File: src/rtl/ntsb_ram.sv
`timescale 1ns / 1ps

module ntsb_ram #(
    parameter int WIDTH = 32,
    parameter int DEPTH = 64
) (
    input  logic                                        clk,
    input  logic                                        we,
    input  logic [((DEPTH > 1) ? $clog2(DEPTH) : 1)-1:0] waddr,
    input  logic [WIDTH-1:0]                            wdata,
    input  logic [((DEPTH > 1) ? $clog2(DEPTH) : 1)-1:0] raddr,
    output logic [WIDTH-1:0]                            rdata
);

    logic [WIDTH-1:0] mem [DEPTH];

    always_ff @(posedge clk)
    begin
        if (we)
        begin
            mem[waddr] <= wdata;
        end
        rdata <= mem[raddr];
    end

endmodule

File: config.mk
export PLATFORM = sky130hd
export DESIGN_NAME = ntsb_ram
export DESIGN_NICKNAME = d
export VERILOG_FILES = /design/src/rtl/ntsb_ram.sv
export SDC_FILE = /design/constraint.sdc
export NUM_CORES = 2
export LEC_CHECK = 0
export BUFFER_PORTS_ARGS = -buffer_cell sky130_fd_sc_hd__buf_2
export CAP_MARGIN = 15
export CORE_AREA = 8 8 290 572
export CTS_BUF_LIST = sky130_fd_sc_hd__clkbuf_8
export DETAILED_ROUTE_END_ITERATION = 16
export DIE_AREA = 0 0 298 580
export PLACE_DENSITY = 0.65
export SLEW_MARGIN = 20
export SYNTH_ARGS = -nofsm -noshare
export SYNTH_HDL_FRONTEND = slang
export SYNTH_SLANG_ARGS = --single-unit
File: constraint.sdc
create_clock -name clk -period 5.85 [get_ports clk]
set_input_delay 1.17 -clock clk [delete_from_list [all_inputs] [get_ports clk]]
set_output_delay 1.17 -clock clk [all_outputs]
set_load 0.005 [all_outputs]
==> flow_metrics.env <==
export IMPL_slowest_stage="a21oi_1"
export IMPL_path_delay_family="buffers and inverters"
export IMPL_clockBufferDepth=4
export IMPL_hold_ws_ns=0.7499
export IMPL_hold_class="reg2reg"
export IMPL_ys_seq_elements=2080
export IMPL_grt_first_pass_wirelength_um=279400
export IMPL_synth_top_family_by_area="multiplexers"
export IMPL_period_share=0.6419
export IMPL_clock_power_share=0.374
export IMPL_drcViolationCount=0
export IMPL_synth_top_area_share=0.7833
export IMPL_syn_area_per_cell_um2=23.62
export IMPL_intPower_mw=22.55
export IMPL_portBuffers=77
export IMPL_cts_resized_gates=0
export IMPL_crit_top_cell="a21oi_1"
export IMPL_yosys_area_share_simple=0.01265
export IMPL_clkTransAtPathRegs_ns=0.07
export IMPL_path_class="in2reg"
export IMPL_ys_top_cells_by_area="edfxtp_1, mux4_2, mux2i_1"
export IMPL_synth_area_um2=78520
export IMPL_r2r_setup_slack_ns=3.30
export IMPL_placed_cell_area_um2=82460
export IMPL_holdPathStages=4
export IMPL_hold_start="mem[28][20]"
export IMPL_grt_pass1_vias=38710
export IMPL_worst_pin_slew_ns=1.113
export IMPL_routedWlPerCell_um=32.88
export IMPL_max_freq_ghz=0.2663
export IMPL_cp_max_fo=64
export IMPL_overflow=0
export IMPL_die_area_um2=172800
export IMPL_cp_required_ns=6.66
export IMPL_r2r_end="rdata[11]"
export IMPL_slowest_delay_ns=0.77
export IMPL_antenna_found_initial=12
export IMPL_synth_adder_area_share=0
export IMPL_cts_hold_fix_buffers=0
export IMPL_synth_edff_count=2048
export IMPL_leakagePower_nw=27.59
export IMPL_path_cells="buf_8 -> buf_4 -> mux4_2 -> mux2i_1 -> a21oi_1 -> a21oi_1 -> nor2_1"
export IMPL_top_level_ports=78
export IMPL_reg2reg_from="mem[45][11]"
export IMPL_final_area_um2=88010
export IMPL_grt_max_degree=78
export IMPL_drt_iter0_markers=4699
export IMPL_drive_above_1_share=0.3158
export IMPL_vias=37350
export IMPL_hold_viol=0
export IMPL_post_cts_setup_buffers=0
export IMPL_synth_xor_area_frac=0
export IMPL_syn_inst=3324
export IMPL_hold_end="rdata[20]"
export IMPL_clkSinkCount=2080
export IMPL_worst_setup_path_end_kind="flop"
export IMPL_cap_violations=0
export IMPL_syn_nets=3370
export IMPL_grt_setup_unrepaired="no"
export IMPL_cts_buffers=301
export IMPL_vdd_drop_max_uv=243.2
export IMPL_final_antenna_net_count=0
export IMPL_maxSlewHeadroom=0.2561
export IMPL_cp_start_kind="primary input"
export IMPL_period_minus_slack_ns=3.755
export IMPL_gr_usage_all_layers=0.2254
export IMPL_syn_to_final_growth_pct=12.09
export IMPL_crit_arrival_ns=4.57
export IMPL_ys_flop_type="edfxtp_1"
export IMPL_die_h_um=580
export IMPL_placed_cells=5460
export IMPL_status="completed"
export IMPL_synth_compound_area_frac=0.01673
export IMPL_ys_warn_count=0
export IMPL_dp_hpwl_um=111000
export IMPL_cts_root_buf="clkbuf_8"
export IMPL_ys_async_sr_fraction=0
export IMPL_fin_nets=3719
export IMPL_rows=207
export IMPL_slew_viol_final=0
export IMPL_yosysMostFrequentCell="edfxtp_1"
export IMPL_instances_no_fill=5986
export IMPL_insertion_delay_ns=0.99
export IMPL_finalClockSkew_ns=0.06594
export IMPL_cts_htree_levels=5
export IMPL_p_switching_mw=6.387
export IMPL_cts_tree="done"
export IMPL_core_um2=158500
export IMPL_synth_common_cells="edfxtp_1, mux4_2, nor2_1"
export IMPL_setup_tns_ns=0
export IMPL_die_x_um=298
export IMPL_setup_viol=0
export IMPL_ys_types=34
export IMPL_power_frac_comb=0.053
export IMPL_crit_buf_inv=2
export IMPL_p_per_area_nw_per_um2=328.8
export IMPL_r2r_cells=5
export IMPL_totalWireLength_um=196800
export IMPL_synthMuxAreaShare=0.1679
export IMPL_firstDrtPassIters=5
export IMPL_vias_per_cell=6.240
export IMPL_gp_congestion=0.7891
export IMPL_swShare=0.2207
export IMPL_yosysSeqAreaShare=0.7914
export IMPL_synth_area_leader_cell="edfxtp_1"
export IMPL_start_util=0.4953
export IMPL_p_seq_frac=0.573
-- logic make-up after synthesis --
logic type             Yosys count
buffers and inverters          182
AO/OA/AOI/OAI                  202
multiplexers                   637
flip-flops                    2080
AND/OR/NAND/NOR                223
-- stage by stage --
step / total power, mW / worst slack (ns) / util
after floorplan: 17.65 / 1.520 / -
after global placement: 18.42 / 1.101 / 0.5200
after detailed placement: 18.44 / 1.101 / 0.5203
after CTS: 29.14 / 2.173 / 0.5551
after global routing: 29.78 / 2.049 / 0.5551
final: 28.94 / 2.095 / 0.5552
-- state kept, by name, indices dropped and copies added (netlist names) --
| register | cells |
|---|---|
| mem | 2048 |
| rdata | 32 |
-- final cells by class --
type | count | area (um^2)
clock inverters | 196 | 1077
multi-input cells | 1062 | 15970
well taps | 2090 | 2615
flip-flops and latches | 2080 | 62140
repair buffers | 228 | 1744
diodes | 7 | 17.52
clock buffers | 323 | 4446
fillers | 11630 | 70500
-- placed cells by master (no fill, tap or decap), types with 11 or more instances in the layout --
cell type	netlist	layout
buf_4	25	142
clkinvlp_4	0	11
nor2_4	0	62
o221ai_1	27	27
nor2b_1	15	15
dfxtp_1	32	32
buf_12	0	13
nand2_1	26	26
inv_1	0	66
nor2_1	137	75
clkinv_2	0	39
buf_2	57	69
a21oi_1	62	62
mux4_2	544	544
clkbuf_8	0	323
edfxtp_1	2048	2048
o22ai_1	84	84
a22oi_1	12	12
clkinv_1	0	68
mux2i_1	93	93
-- power groups by stage --
stage / logic (mW) / registers, mW / clock network, mW
6_report: 1.55 / 16.6 / 10.8
5_1_grt: 1.63 / 16.6 / 11.6
4_1_cts: 1.56 / 16.6 / 11.0
3_5_place_dp: 1.56 / 16.9 / 0
3_3_place_gp: 1.53 / 16.9 / 0
2_1_floorplan: 0.802 / 16.8 / 0
-- tightest hold or removal path, stage by stage (launching register included) --
cell and delay (ns):
edfxtp_1 0.33, mux2i_1 0.06, nand2_1 0.07, a311oi_1 0.08, nor3_1 0.16
-- worst max-delay path by stage --
stage	from	end	slack [ns]	depth (start not counted)
3_5_place_dp	raddr[2]	rdata[11]	1.10	7
4_1_cts	raddr[2]	rdata[11]	2.17	7
6_report	raddr[2]	rdata[11]	2.10	7
3_3_place_gp	raddr[2]	rdata[11]	1.10	7
2_1_floorplan	waddr[3]	mem[48][0]	1.52	4
5_1_grt	raddr[2]	rdata[11]	2.05	7
-- layer usage --
| layer | global-route usage | up-vias | share of wire |
|---|---|---|---|
| met1 | 0.3055 | 20110 | 0.38 |
| met2 | 0.3661 | 1959 | 0.49 |
| met4 | 0.07262 | 2 | 0.031 |
| met3 | 0.04988 | 319 | 0.096 |
| met5 | 0 | - | 0.000036 |
| li1 | - | 14970 | - |
No activity file was read; power rests on OpenSTA's default activity.
